--- src/rtl/core/mvbem_pkg.sv ---
`timescale 1ns / 1ps

package mvbem_pkg;

  // Bit window geometry.
  localparam int SAMPLES_PER_BIT = 5;
  localparam int SAMPLE_BITS     = 12;
  localparam int MAJORITY        = SAMPLES_PER_BIT / 2;
  localparam int VOTE_BITS       = $clog2(SAMPLES_PER_BIT + 1);

  // Sample sum of one window and its square.
  localparam int SUM_BITS    = $clog2(SAMPLES_PER_BIT * ((1 << SAMPLE_BITS) - 1) + 1);
  localparam int SQUARE_BITS = 2 * SUM_BITS;

  // Run statistics.
  localparam int COUNT_BITS  = 16;
  localparam int TOTAL_BITS  = 31;
  localparam int SQTOT_BITS  = 45;
  localparam int CHAR_BITS   = 8;
  localparam int SLOT_BITS   = 3;

  localparam logic [SAMPLE_BITS-1:0] THRESHOLD_RESET   = SAMPLE_BITS'(1700);
  localparam logic [CHAR_BITS-1:0]   ZERO_CHAR_STANDIN = CHAR_BITS'(8'h3F);
  localparam logic [SLOT_BITS-1:0]   LAST_SLOT         = SLOT_BITS'(CHAR_BITS - 1);

  // Beat field widths.
  localparam int IN_DATA_BITS  = SAMPLES_PER_BIT * SAMPLE_BITS + 1;
  localparam int IN_TDATA_BITS = ((IN_DATA_BITS + 7) / 8) * 8;
  localparam int OUT_DATA_BITS = 1 + 1 + COUNT_BITS + 1 + CHAR_BITS + TOTAL_BITS
                               + COUNT_BITS + TOTAL_BITS + SQTOT_BITS + COUNT_BITS;
  localparam int OUT_TDATA_BITS = ((OUT_DATA_BITS + 7) / 8) * 8;

  // After the vote stage.
  typedef struct packed {
    logic                start_run;
    logic                expected_bit;
    logic                rx_bit;
    logic [SUM_BITS-1:0] sum;
  } vote_t;

  // After the square stage, handed to the statistics stage.
  typedef struct packed {
    logic                   start_run;
    logic                   expected_bit;
    logic                   rx_bit;
    logic [SUM_BITS-1:0]    sum;
    logic [SQUARE_BITS-1:0] square;
  } bit_item_t;

endpackage

--- src/rtl/core/majority_vote_bit_error_monitor.sv ---
`timescale 1ns / 1ps

// On-off keyed bit decoder with run statistics.
//
// Input beats (s_*) carry the five ADC samples of one bit window plus the
// bit the transmitter sent; s_tuser marks the first bit of a run and clears
// all counters, totals and the partial byte before that bit is counted.
// Each output beat (m_*) reports the voted bit, the error flag, the running
// counts and totals after this bit, and the finished byte on every eighth
// bit of the run.
// The threshold register is written on the cfg_* channel (always ready);
// write it only while no beat is in flight.
//
// Pipeline: the vote/sum register loads at the accept edge, then the square
// register, then the statistics/output register, which drives m_tdata.
// Throughput: one beat per cycle while m_tready does not hold the output,
// limited by the saturating update of the run totals in the statistics stage.
// Reset clears the pipeline, all run state, and sets the threshold to 1700.
// When m_tready is low the result holds and the stages behind it keep
// filling; s_tready drops only once all three stages hold beats.
module majority_vote_bit_error_monitor (
  input  logic                                     clk,
  input  logic                                     rst,
  // Configuration: level_threshold.
  input  logic                                     cfg_valid,
  output logic                                     cfg_ready,
  input  logic [mvbem_pkg::SAMPLE_BITS-1:0]        cfg_data,
  // Input stream.
  input  logic                                     s_tvalid,
  output logic                                     s_tready,
  // sample_a[11:0], sample_b[23:12], sample_c[35:24], sample_d[47:36],
  // sample_e[59:48], expected_bit[60], zero fill [63:61]
  input  logic [mvbem_pkg::IN_TDATA_BITS-1:0]      s_tdata,
  // start_run[0]
  input  logic                                     s_tuser,
  // Output stream.
  output logic                                     m_tvalid,
  input  logic                                     m_tready,
  // rx_bit[0], bit_error[1], error_count[17:2], char_done[18],
  // rx_char[26:19], on_sum_total[57:27], on_bit_count[73:58],
  // off_sum_total[104:74], off_square_total[149:105],
  // off_bit_count[165:150], zero fill [167:166]
  output logic [mvbem_pkg::OUT_TDATA_BITS-1:0]     m_tdata
);

  logic [mvbem_pkg::SAMPLE_BITS-1:0]                                   level_threshold;
  logic [mvbem_pkg::SAMPLES_PER_BIT-1:0]                               hits;
  logic [mvbem_pkg::SAMPLES_PER_BIT-1:0][mvbem_pkg::SUM_BITS-1:0]      levels;
  logic                                                                item_valid;
  logic                                                                item_ready;
  mvbem_pkg::bit_item_t                                                item;

  // Threshold register: always accept a write.
  assign cfg_ready = 1'b1;

  always_ff @(posedge clk) begin
    if (rst) begin
      level_threshold <= mvbem_pkg::THRESHOLD_RESET;
    end else if (cfg_valid) begin
      level_threshold <= cfg_data;
    end
  end

  // One slicer lane per sample of the window.
  for (genvar i = 0; i < mvbem_pkg::SAMPLES_PER_BIT; i++) begin : g_lane
    mvbem_lane u_lane (
      .sample          (s_tdata[i*mvbem_pkg::SAMPLE_BITS +: mvbem_pkg::SAMPLE_BITS]),
      .level_threshold (level_threshold),
      .hit             (hits[i]),
      .level           (levels[i])
    );
  end

  // Vote, sum and square.
  mvbem_merge u_merge (
    .clk          (clk),
    .rst          (rst),
    .in_valid     (s_tvalid),
    .in_ready     (s_tready),
    .hits         (hits),
    .levels       (levels),
    .expected_bit (s_tdata[mvbem_pkg::SAMPLES_PER_BIT * mvbem_pkg::SAMPLE_BITS]),
    .start_run    (s_tuser),
    .out_valid    (item_valid),
    .out_ready    (item_ready),
    .out_item     (item)
  );

  // Accumulate the run and drive the output beat.
  mvbem_stats u_stats (
    .clk       (clk),
    .rst       (rst),
    .in_valid  (item_valid),
    .in_ready  (item_ready),
    .in_item   (item),
    .out_valid (m_tvalid),
    .out_ready (m_tready),
    .out_data  (m_tdata)
  );

endmodule

--- src/rtl/core/mvbem_lane.sv ---
`timescale 1ns / 1ps

// One sample of the window: slice against the threshold, widen for the sum.
module mvbem_lane (
  input  logic [mvbem_pkg::SAMPLE_BITS-1:0] sample,
  input  logic [mvbem_pkg::SAMPLE_BITS-1:0] level_threshold,
  output logic                              hit,
  output logic [mvbem_pkg::SUM_BITS-1:0]    level
);

  assign hit   = (sample >= level_threshold);
  assign level = mvbem_pkg::SUM_BITS'(sample);

endmodule

--- src/rtl/core/mvbem_merge.sv ---
`timescale 1ns / 1ps

// Merge the lanes: vote and sum in one stage, square in the next.
module mvbem_merge (
  input  logic                                                    clk,
  input  logic                                                    rst,
  input  logic                                                    in_valid,
  output logic                                                    in_ready,
  input  logic [mvbem_pkg::SAMPLES_PER_BIT-1:0]                   hits,
  input  logic [mvbem_pkg::SAMPLES_PER_BIT-1:0][mvbem_pkg::SUM_BITS-1:0] levels,
  input  logic                                                    expected_bit,
  input  logic                                                    start_run,
  output logic                                                    out_valid,
  input  logic                                                    out_ready,
  output mvbem_pkg::bit_item_t                                    out_item
);

  logic                                 vote_valid;
  mvbem_pkg::vote_t                     vote;
  mvbem_pkg::vote_t                     vote_next;
  logic                                 vote_ready;
  logic [mvbem_pkg::VOTE_BITS-1:0]      ones;
  logic [mvbem_pkg::SUM_BITS-1:0]       sum;

  always_comb begin
    ones = '0;
    sum  = '0;
    for (int i = 0; i < mvbem_pkg::SAMPLES_PER_BIT; i++) begin
      ones = ones + mvbem_pkg::VOTE_BITS'(hits[i]);
      sum  = sum + levels[i];
    end
    vote_next.start_run    = start_run;
    vote_next.expected_bit = expected_bit;
    vote_next.rx_bit       = (ones > mvbem_pkg::VOTE_BITS'(mvbem_pkg::MAJORITY));
    vote_next.sum          = sum;
  end

  // Each stage takes a beat when it is empty or its contents move on.
  assign vote_ready = !out_valid || out_ready;
  assign in_ready   = !vote_valid || vote_ready;

  always_ff @(posedge clk) begin
    if (rst) begin
      vote_valid <= 1'b0;
    end else if (in_ready) begin
      vote_valid <= in_valid;
    end
  end

  always_ff @(posedge clk) begin
    if (in_valid && in_ready) begin
      vote <= vote_next;
    end
  end

  always_ff @(posedge clk) begin
    if (rst) begin
      out_valid <= 1'b0;
    end else if (vote_ready) begin
      out_valid <= vote_valid;
    end
  end

  always_ff @(posedge clk) begin
    if (vote_valid && vote_ready) begin
      out_item.start_run    <= vote.start_run;
      out_item.expected_bit <= vote.expected_bit;
      out_item.rx_bit       <= vote.rx_bit;
      out_item.sum          <= vote.sum;
      out_item.square       <= mvbem_pkg::SQUARE_BITS'(vote.sum)
                             * mvbem_pkg::SQUARE_BITS'(vote.sum);
    end
  end

endmodule

--- src/rtl/core/mvbem_stats.sv ---
`timescale 1ns / 1ps

// Run statistics, byte assembly and the output register.
module mvbem_stats (
  input  logic                                     clk,
  input  logic                                     rst,
  input  logic                                     in_valid,
  output logic                                     in_ready,
  input  mvbem_pkg::bit_item_t                     in_item,
  output logic                                     out_valid,
  input  logic                                     out_ready,
  output logic [mvbem_pkg::OUT_TDATA_BITS-1:0]     out_data
);

  logic [mvbem_pkg::COUNT_BITS-1:0] errors_seen;
  logic [mvbem_pkg::TOTAL_BITS-1:0] on_accumulator;
  logic [mvbem_pkg::COUNT_BITS-1:0] on_bits_seen;
  logic [mvbem_pkg::TOTAL_BITS-1:0] off_accumulator;
  logic [mvbem_pkg::SQTOT_BITS-1:0] off_square_accumulator;
  logic [mvbem_pkg::COUNT_BITS-1:0] off_bits_seen;
  logic [mvbem_pkg::SLOT_BITS-1:0]  bit_slot;
  logic [mvbem_pkg::CHAR_BITS-1:0]  char_shift;

  logic [mvbem_pkg::COUNT_BITS-1:0] errors_seen_next;
  logic [mvbem_pkg::TOTAL_BITS-1:0] on_accumulator_next;
  logic [mvbem_pkg::COUNT_BITS-1:0] on_bits_seen_next;
  logic [mvbem_pkg::TOTAL_BITS-1:0] off_accumulator_next;
  logic [mvbem_pkg::SQTOT_BITS-1:0] off_square_accumulator_next;
  logic [mvbem_pkg::COUNT_BITS-1:0] off_bits_seen_next;
  logic [mvbem_pkg::SLOT_BITS-1:0]  bit_slot_next;
  logic [mvbem_pkg::CHAR_BITS-1:0]  char_shift_next;

  logic [mvbem_pkg::COUNT_BITS-1:0] errors_base;
  logic [mvbem_pkg::TOTAL_BITS-1:0] on_base;
  logic [mvbem_pkg::COUNT_BITS-1:0] on_count_base;
  logic [mvbem_pkg::TOTAL_BITS-1:0] off_base;
  logic [mvbem_pkg::SQTOT_BITS-1:0] off_square_base;
  logic [mvbem_pkg::COUNT_BITS-1:0] off_count_base;
  logic [mvbem_pkg::SLOT_BITS-1:0]  slot_base;
  logic [mvbem_pkg::CHAR_BITS-1:0]  shift_base;

  logic [mvbem_pkg::COUNT_BITS:0]   errors_add;
  logic [mvbem_pkg::TOTAL_BITS:0]   on_add;
  logic [mvbem_pkg::COUNT_BITS:0]   on_count_add;
  logic [mvbem_pkg::TOTAL_BITS:0]   off_add;
  logic [mvbem_pkg::SQTOT_BITS:0]   off_square_add;
  logic [mvbem_pkg::COUNT_BITS:0]   off_count_add;
  logic [mvbem_pkg::CHAR_BITS-1:0]  shifted;
  logic                             bit_error;
  logic                             char_done;
  logic [mvbem_pkg::CHAR_BITS-1:0]  rx_char;
  logic                             take;

  assign in_ready = !out_valid || out_ready;
  assign take     = in_valid && in_ready;

  always_comb begin
    // Start of a run clears everything before this bit is counted.
    errors_base     = in_item.start_run ? '0 : errors_seen;
    on_base         = in_item.start_run ? '0 : on_accumulator;
    on_count_base   = in_item.start_run ? '0 : on_bits_seen;
    off_base        = in_item.start_run ? '0 : off_accumulator;
    off_square_base = in_item.start_run ? '0 : off_square_accumulator;
    off_count_base  = in_item.start_run ? '0 : off_bits_seen;
    slot_base       = in_item.start_run ? '0 : bit_slot;
    shift_base      = in_item.start_run ? '0 : char_shift;

    bit_error = in_item.rx_bit ^ in_item.expected_bit;

    // Caps are all-ones, so a carry out means saturate.
    errors_add     = {1'b0, errors_base} + (mvbem_pkg::COUNT_BITS + 1)'(bit_error);
    on_add         = {1'b0, on_base} + (mvbem_pkg::TOTAL_BITS + 1)'(in_item.sum);
    on_count_add   = {1'b0, on_count_base} + (mvbem_pkg::COUNT_BITS + 1)'(1);
    off_add        = {1'b0, off_base} + (mvbem_pkg::TOTAL_BITS + 1)'(in_item.sum);
    off_square_add = {1'b0, off_square_base} + (mvbem_pkg::SQTOT_BITS + 1)'(in_item.square);
    off_count_add  = {1'b0, off_count_base} + (mvbem_pkg::COUNT_BITS + 1)'(1);

    errors_seen_next = errors_add[mvbem_pkg::COUNT_BITS] ? '1
                     : errors_add[mvbem_pkg::COUNT_BITS-1:0];

    on_accumulator_next         = on_base;
    on_bits_seen_next           = on_count_base;
    off_accumulator_next        = off_base;
    off_square_accumulator_next = off_square_base;
    off_bits_seen_next          = off_count_base;
    if (in_item.expected_bit) begin
      on_accumulator_next = on_add[mvbem_pkg::TOTAL_BITS] ? '1
                          : on_add[mvbem_pkg::TOTAL_BITS-1:0];
      on_bits_seen_next   = on_count_add[mvbem_pkg::COUNT_BITS] ? '1
                          : on_count_add[mvbem_pkg::COUNT_BITS-1:0];
    end else begin
      off_accumulator_next        = off_add[mvbem_pkg::TOTAL_BITS] ? '1
                                  : off_add[mvbem_pkg::TOTAL_BITS-1:0];
      off_square_accumulator_next = off_square_add[mvbem_pkg::SQTOT_BITS] ? '1
                                  : off_square_add[mvbem_pkg::SQTOT_BITS-1:0];
      off_bits_seen_next          = off_count_add[mvbem_pkg::COUNT_BITS] ? '1
                                  : off_count_add[mvbem_pkg::COUNT_BITS-1:0];
    end

    // Shift the received bit in MSB first; the eighth bit closes the byte.
    shifted = {shift_base[mvbem_pkg::CHAR_BITS-2:0], in_item.rx_bit};
    if (slot_base == mvbem_pkg::LAST_SLOT) begin
      char_done       = 1'b1;
      rx_char         = (shifted == '0) ? mvbem_pkg::ZERO_CHAR_STANDIN : shifted;
      char_shift_next = '0;
      bit_slot_next   = '0;
    end else begin
      char_done       = 1'b0;
      rx_char         = '0;
      char_shift_next = shifted;
      bit_slot_next   = slot_base + mvbem_pkg::SLOT_BITS'(1);
    end
  end

  always_ff @(posedge clk) begin
    if (rst) begin
      errors_seen            <= '0;
      on_accumulator         <= '0;
      on_bits_seen           <= '0;
      off_accumulator        <= '0;
      off_square_accumulator <= '0;
      off_bits_seen          <= '0;
      bit_slot               <= '0;
      char_shift             <= '0;
      out_valid              <= 1'b0;
    end else begin
      if (take) begin
        errors_seen            <= errors_seen_next;
        on_accumulator         <= on_accumulator_next;
        on_bits_seen           <= on_bits_seen_next;
        off_accumulator        <= off_accumulator_next;
        off_square_accumulator <= off_square_accumulator_next;
        off_bits_seen          <= off_bits_seen_next;
        bit_slot               <= bit_slot_next;
        char_shift             <= char_shift_next;
      end
      if (in_ready) begin
        out_valid <= in_valid;
      end
    end
  end

  always_ff @(posedge clk) begin
    if (take) begin
      out_data <= mvbem_pkg::OUT_TDATA_BITS'({off_bits_seen_next,
                                              off_square_accumulator_next,
                                              off_accumulator_next,
                                              on_bits_seen_next,
                                              on_accumulator_next,
                                              rx_char,
                                              char_done,
                                              errors_seen_next,
                                              bit_error,
                                              in_item.rx_bit});
    end
  end

endmodule
--- config.mk ---
export PLATFORM = sky130hd
export DESIGN_NAME = majority_vote_bit_error_monitor
export DESIGN_NICKNAME = d
export VERILOG_FILES = /design/src/rtl/core/mvbem_pkg.sv /design/src/rtl/core/majority_vote_bit_error_monitor.sv /design/src/rtl/core/mvbem_lane.sv /design/src/rtl/core/mvbem_merge.sv /design/src/rtl/core/mvbem_stats.sv
export SDC_FILE = /design/constraint.sdc
export NUM_CORES = 1
export LEC_CHECK = 0
export ABC_AREA = 1
export BUFFER_PORTS_ARGS = -buffer_cell sky130_fd_sc_hd__buf_2
export CAP_MARGIN = 30
export CORE_UTILIZATION = 25
export DETAILED_ROUTE_END_ITERATION = 7
export SLEW_MARGIN = 10
export SYNTH_ARGS = -nofsm -noshare
export SYNTH_HDL_FRONTEND = slang
export SYNTH_HIERARCHICAL = 1
export SYNTH_SLANG_ARGS = --single-unit
export TNS_END_PERCENT = 1
--- constraint.sdc ---
create_clock -name clk -period 11.1 [get_ports clk]
set_input_delay 1.11 -clock clk [delete_from_list [all_inputs] [get_ports clk]]
set_output_delay 1.11 -clock clk [all_outputs]
set_load 0.01 [all_outputs]
**After elaboration in Yosys (flattened, before gate mapping)**

Cells that the tools add are included.

- Bits in registers: 412
- Input port bits: 82
- Output and inout bits: 171
- Logic and storage cells: 83

- Add/sub/neg operators: 15
- Multiply operators: 1
- Magnitude comparators: 6
- Equality and inequality tests: 1
- Multiplexer cells: 23
- Bitwise gates (word level): 2
- Reductions and logical operators: 11

Operator list:

| kind | count |
|---|---|
| 31-bit 2-to-1 mux | 6 |
| 45-bit 2-to-1 mux | 3 |
| 16-bit 2-to-1 mux | 8 |
| 31-bit by 15-bit adder with 32-bit output | 2 |
| 12-bit >= comparator | 5 |
| 45-bit by 30-bit adder with 46-bit output | 1 |
| 15-bit by 12-bit adder with 15-bit output | 3 |
| 16-bit by 1-bit adder with 17-bit output (second input constant) | 2 |
| 15-bit by 15-bit multiplier with 30-bit output | 1 |
| 16-bit by 1-bit adder with 17-bit output | 1 |
| 7-bit 2-to-1 mux | 2 |
| 12-bit by 12-bit adder with 13-bit output | 1 |
| 3-bit by 1-bit adder with 3-bit output | 3 |
| 8-bit zero test | 1 |
| 3-bit 2-to-1 mux | 2 |
| 6-bit 2-to-1 mux | 1 |
| 3-bit by 1-bit adder with 3-bit output (second input constant) | 1 |
| 3-bit == test (second input constant) | 1 |
| 3-bit by 2-bit > comparator with 1-bit output (second input constant) | 1 |
| 1-bit logical AND | 3 |
| 1-bit zero test | 3 |
| 1-bit logical OR | 3 |
| 1-bit by 1-bit adder with 2-bit output | 1 |
| 2-bit OR reduction | 1 |
| 3 further kinds | 3 |

**Logic depth before layout (Yosys ltp)**

- Depth in word-level cells: 6
- Depth in mapped cells: 26
- Gate-level depth less buffers: 25

**Cells and area by module**

Netlist, hierarchy kept.

By module, submodules not included:

| module | instances | cells each | area each (um2) | seq. area each (um2) |
|---|---|---|---|---|
| mvbem_stats | 1 | 2933 | 20624.8 | 8308.0 |
| mvbem_merge | 1 | 1257 | 10840.4 | 1961.9 |
| mvbem_lane | 5 | 74 | 447.9 | 0.0 |
| majority_vote_bit_error_monitor | 1 | 69 | 559.3 | 240.2 |

**Least setup slack after synthesis**

OpenSTA, ideal clock, no wires.

- Kind: input to register
- From: input m_tready
- To: register u_stats/off_square_accumulator[19] in the netlist's numbering
- Data arrival time: 6.713 ns
- Data required time: 10.748 ns
- Path slack: 4.036 ns
- Stages: 7
- Path buffers: 2
- Path through: inv_1 -> nand2_1 -> nand2_1 -> clkinv_1 -> clkbuf_1 -> clkbuf_1 -> a21oi_1

- Longest elaborated chain between the ends: 2

RTL lines:

| item | RTL line | text |
|---|---|---|
| start, declared | majority_vote_bit_error_monitor.sv:38 | `input logic m_tready,` |
| 1-bit logical OR | mvbem_stats.sv:54 | `assign in_ready = !out_valid \|\| out_ready;` |
| via item_ready | majority_vote_bit_error_monitor.sv:50 | `logic item_ready;` |
| 1-bit logical AND | mvbem_stats.sv:55 | `assign take = in_valid && in_ready;` |
| via u_stats.take | mvbem_stats.sv:52 | `logic take;` |
| end signal, assigned | mvbem_stats.sv:132 | `off_square_accumulator <= off_square_accumulator_next;` |
| end, declared | mvbem_stats.sv:19 | `logic [mvbem_pkg::SQTOT_BITS-1:0] off_square_accumulator;` |

The timed path passes the listed nets, and every way through them passes these cells.
A chain may end at the register's enable or synchronous reset.

**Worst setup path after layout**

- From: register u_merge/vote[7] in the netlist's numbering
- To: register u_merge/out_item[19] in the netlist's numbering, data pin

- Longest elaborated chain between the ends: 1

RTL lines:

| item | RTL line | text |
|---|---|---|
| start, declared | mvbem_merge.sv:19 | `mvbem_pkg::vote_t vote;` |
| start signal, assigned | mvbem_merge.sv:52 | `vote <= vote_next;` |
| 15-bit by 15-bit multiplier with 30-bit output | mvbem_merge.sv:71 | `* mvbem_pkg::SQUARE_BITS'(vote.sum);` |
| end, declared | mvbem_merge.sv:15 | `output mvbem_pkg::bit_item_t out_item` |

Every way passes these cells.

==> metrics.cfg <==
[routing]
wirelength_um = 93600
via_per_inst = 4.39
drt_pre_antenna_iters = 6
routedWlPerCell_um = 14.3
drc = 0
initialDrtViolationCount = 1994
ant_nets = 0
num_vias = 28800

[grt]
use_met3 = 0.0169
grt_busiest_layer = met2
grt-ovfl-total = 0
grt_max_degree = 183
grt_util_met2 = 0.233
grtUsageTotal = 0.134
grtUsageMet1 = 0.176
antenna_found_initial = 3
grt_pass1_wl_um = 149000
grt_pass1_vias = 27900

[critical_path]
critPathMaxFanout = 17
critPathMaxStageDelay_ns = 0.74
crit_arrival_ns = 6.44
worstSetupEndpointType = flop
critPathMostFrequentCell = inv_1
critical_path_class = reg2reg
required_ns = 11.51
crit_chain = nand2_1 > inv_1 > fa_1 > inv_1 > fa_1 > inv_1 > fa_1 > inv_1 > fa_1 > inv_1 > fa_1 > inv_1 > fa_1 > inv_1 > ha_1 > nand2_1 > nor2_2 > nand3_1 > nand2_2 > nand3_2 > nand2_1 > xor2_1
slowest_stage = edfxtp_1
startpoint_type = flop

[synthesis]
synth.distinct_cells = 61
synth_xor_area_frac = 0.0235
yosysWarnings = 6
syn_inst = 4629
synth_top_cells_by_count = 1111 x nand2_1, 957 x inv_1, 423 x nor2_1
muxShareOfSynthArea = 0.000329
syn_area_mm2 = 0.0343
syn_area_per_cell_um2 = 7.40
yosys.area_share.simple = 0.256
synth_edf_count = 230
ys_seq_area_frac = 0.307
synthArstFlopShare = 0
yosysTopAreaCell = edfxtp_1
synth_top_cells_by_area = edfxtp_1 20%, nand2_1 12%, fa_1 11%, dfxtp_1 11%, inv_1 10%
yosysMostFrequentCell = nand2_1
yosys.area_share.adder = 0.193
synth_top_area_share = 0.202
synth_compound_gate_area_share = 0.0775
yosys_register_bits = 410
synth_top_family_by_area = simple AND/OR/NAND/NOR gates
dominantRegCellSynth = edfxtp_1

[cells_and_area]
nets = 5240
fillCellCount = 14700
area_delta_synth_final_pct = 11.8
drive_gt1_frac = 0.100

[floorplanning]
rows = 135
core-area_mm2 = 0.136
die_w_um = 372
start_util = 0.253
die_y_um = 372
die_area_mm2 = 0.139
ios = 253

[sta]
period_needed_ns = 6.03
rsz0062_at_grt = false
worstMarginPinSlew_ns = 1.05
timing.fmax_mhz = 166
finalSetupViolCount = 0
final_max_slew_viol_count = 0
finalSetupTns_ns = 0
fin_crit_sh = 0.543
final_hold_viol_count = 0
fin_skew_ns = 0.0248
relSlewSlack = 0.298

[job]
maxCapViolations = 0

[clock_tree]
cts_tree = built
cts-root-buf = clkbuf_16
cts_resized = 0
htreeDepth = 2
cts.clk_slew.worst_paths_ns = 0.06
clk_latency_ns = 0.62
cts_num_sinks = 410
postCtsSetupRepairBufs = 0
numCtsBuffers = 48
holdBufCountCts = 0
clock_path_buffers = 3

[run_status]
status = complete, no violations

[hold_path]
holdCritPathClass = reg2reg

[placement]
gp_congestion = 0.919
place.port_buffers = 246
hpwlAfterDp_um = 72500

[logic make-up (layout without fill, tap and decap cells)]
| logic type | count (synthesis) | after routing |
|---|---|---|
| DFF | 410 | 410 |
| adders and majority gates | 419 | 419 |
| other | 8 | 21 |
| and+or+nand+nor | 2024 | 2024 |
| AOI/OAI and AO/OA | 502 | 502 |
| buffers and inverters | 1173 | 1312 |
| xor gates and xnor gates | 92 | 92 |
| muxes | 1 | 1 |
[cell type report]
class | instances | area, um^2 | share of cell area
Timing Repair Buffer | 257 | 1340 | 0.0350
Sequential cell | 410 | 10500 | 0.274
Multi-Input combinational cell | 3057 | 19000 | 0.495
Clock inverter | 25 | 269 | 0.00702
Tap cell | 1781 | 2230 | 0.0582
Clock buffer | 65 | 1340 | 0.0349
Inverter | 965 | 3640 | 0.0951
Antenna cell | 2 | 5.00 | 0.000131
[routing by layer]
metal,vias to the layer above,part of all wire
met4,4,0.017
met3,102,0.045
met1,13500,0.46
li1,14600,-
met2,664,0.48
met5,-,0.00033
[placed cells by master, fill, tap and decap left out, drive strengths merged, types with 16 or more instances in the layout]
master,n
clkbuf,65
nand3,275
dfxtp,180
clkinv,16
xor2,66
ha,236
xnor2,26
conb,19
o21ai,209
buf,257
inv,967
a21oi,244
edfxtp,230
nor3,36
nor2,463
nand4,59
fa,183
nand2,1142
o21bai,16
[flip-flops by register name, summed over array words and instances, names as in the netlist]
name / count
u_stats/out_data: 166
u_merge/out_item: 46
u_stats/off_square_accumulator: 45
u_stats/off_accumulator: 31
u_stats/on_accumulator: 31
u_merge/vote: 18
u_stats/errors_seen: 16
u_stats/off_bits_seen: 16
u_stats/on_bits_seen: 16
level_threshold: 12
u_stats/char_shift: 7
u_stats/bit_slot: 3
u_merge/out_valid: 1
u_merge/vote_valid: 1
u_stats/out_valid: 1
[critical path, delay by kind of cell, from the launching register on]
family	cells	cell delay [ns]
buffers and inverters	7	0.40
adder cells (fa/ha/maj)	7	3.46
AND/OR/NAND/NOR	7	0.98
XOR/XNOR	1	0.25
flip-flops	1	0.74
[per-stage QoR]
stage	setup slack (ns)	hold WS [ns]	cell area, um^2	util	instances
6_report	5.07	0.430	38300	0.282	6562
5_1_grt	4.73	0.443	38300	0.282	6560
4_1_cts	4.99	0.428	38300	0.282	6560
3_5_place_dp	5.06	0.415	36700	0.270	6470
3_3_place_gp	5.10	0.408	36700	0.270	6470
2_1_floorplan	4.04	0.400	34300	-	4640
[final timing paths]
kind,from,endpoint,slack (ns),depth (start not counted)
worst min register to register,u_merge/vote[16],u_merge/out_item[46],0.43,0
worst min-delay path,u_merge/vote[16],u_merge/out_item[46],0.43,0
worst max-delay path,u_merge/vote[7],u_merge/out_item[19],5.07,22
worst max register to register,u_merge/vote[7],u_merge/out_item[19],5.07,22
Power is not shown: default switching activity piles up to over one toggle a cycle in this logic, so the estimate is an artifact.
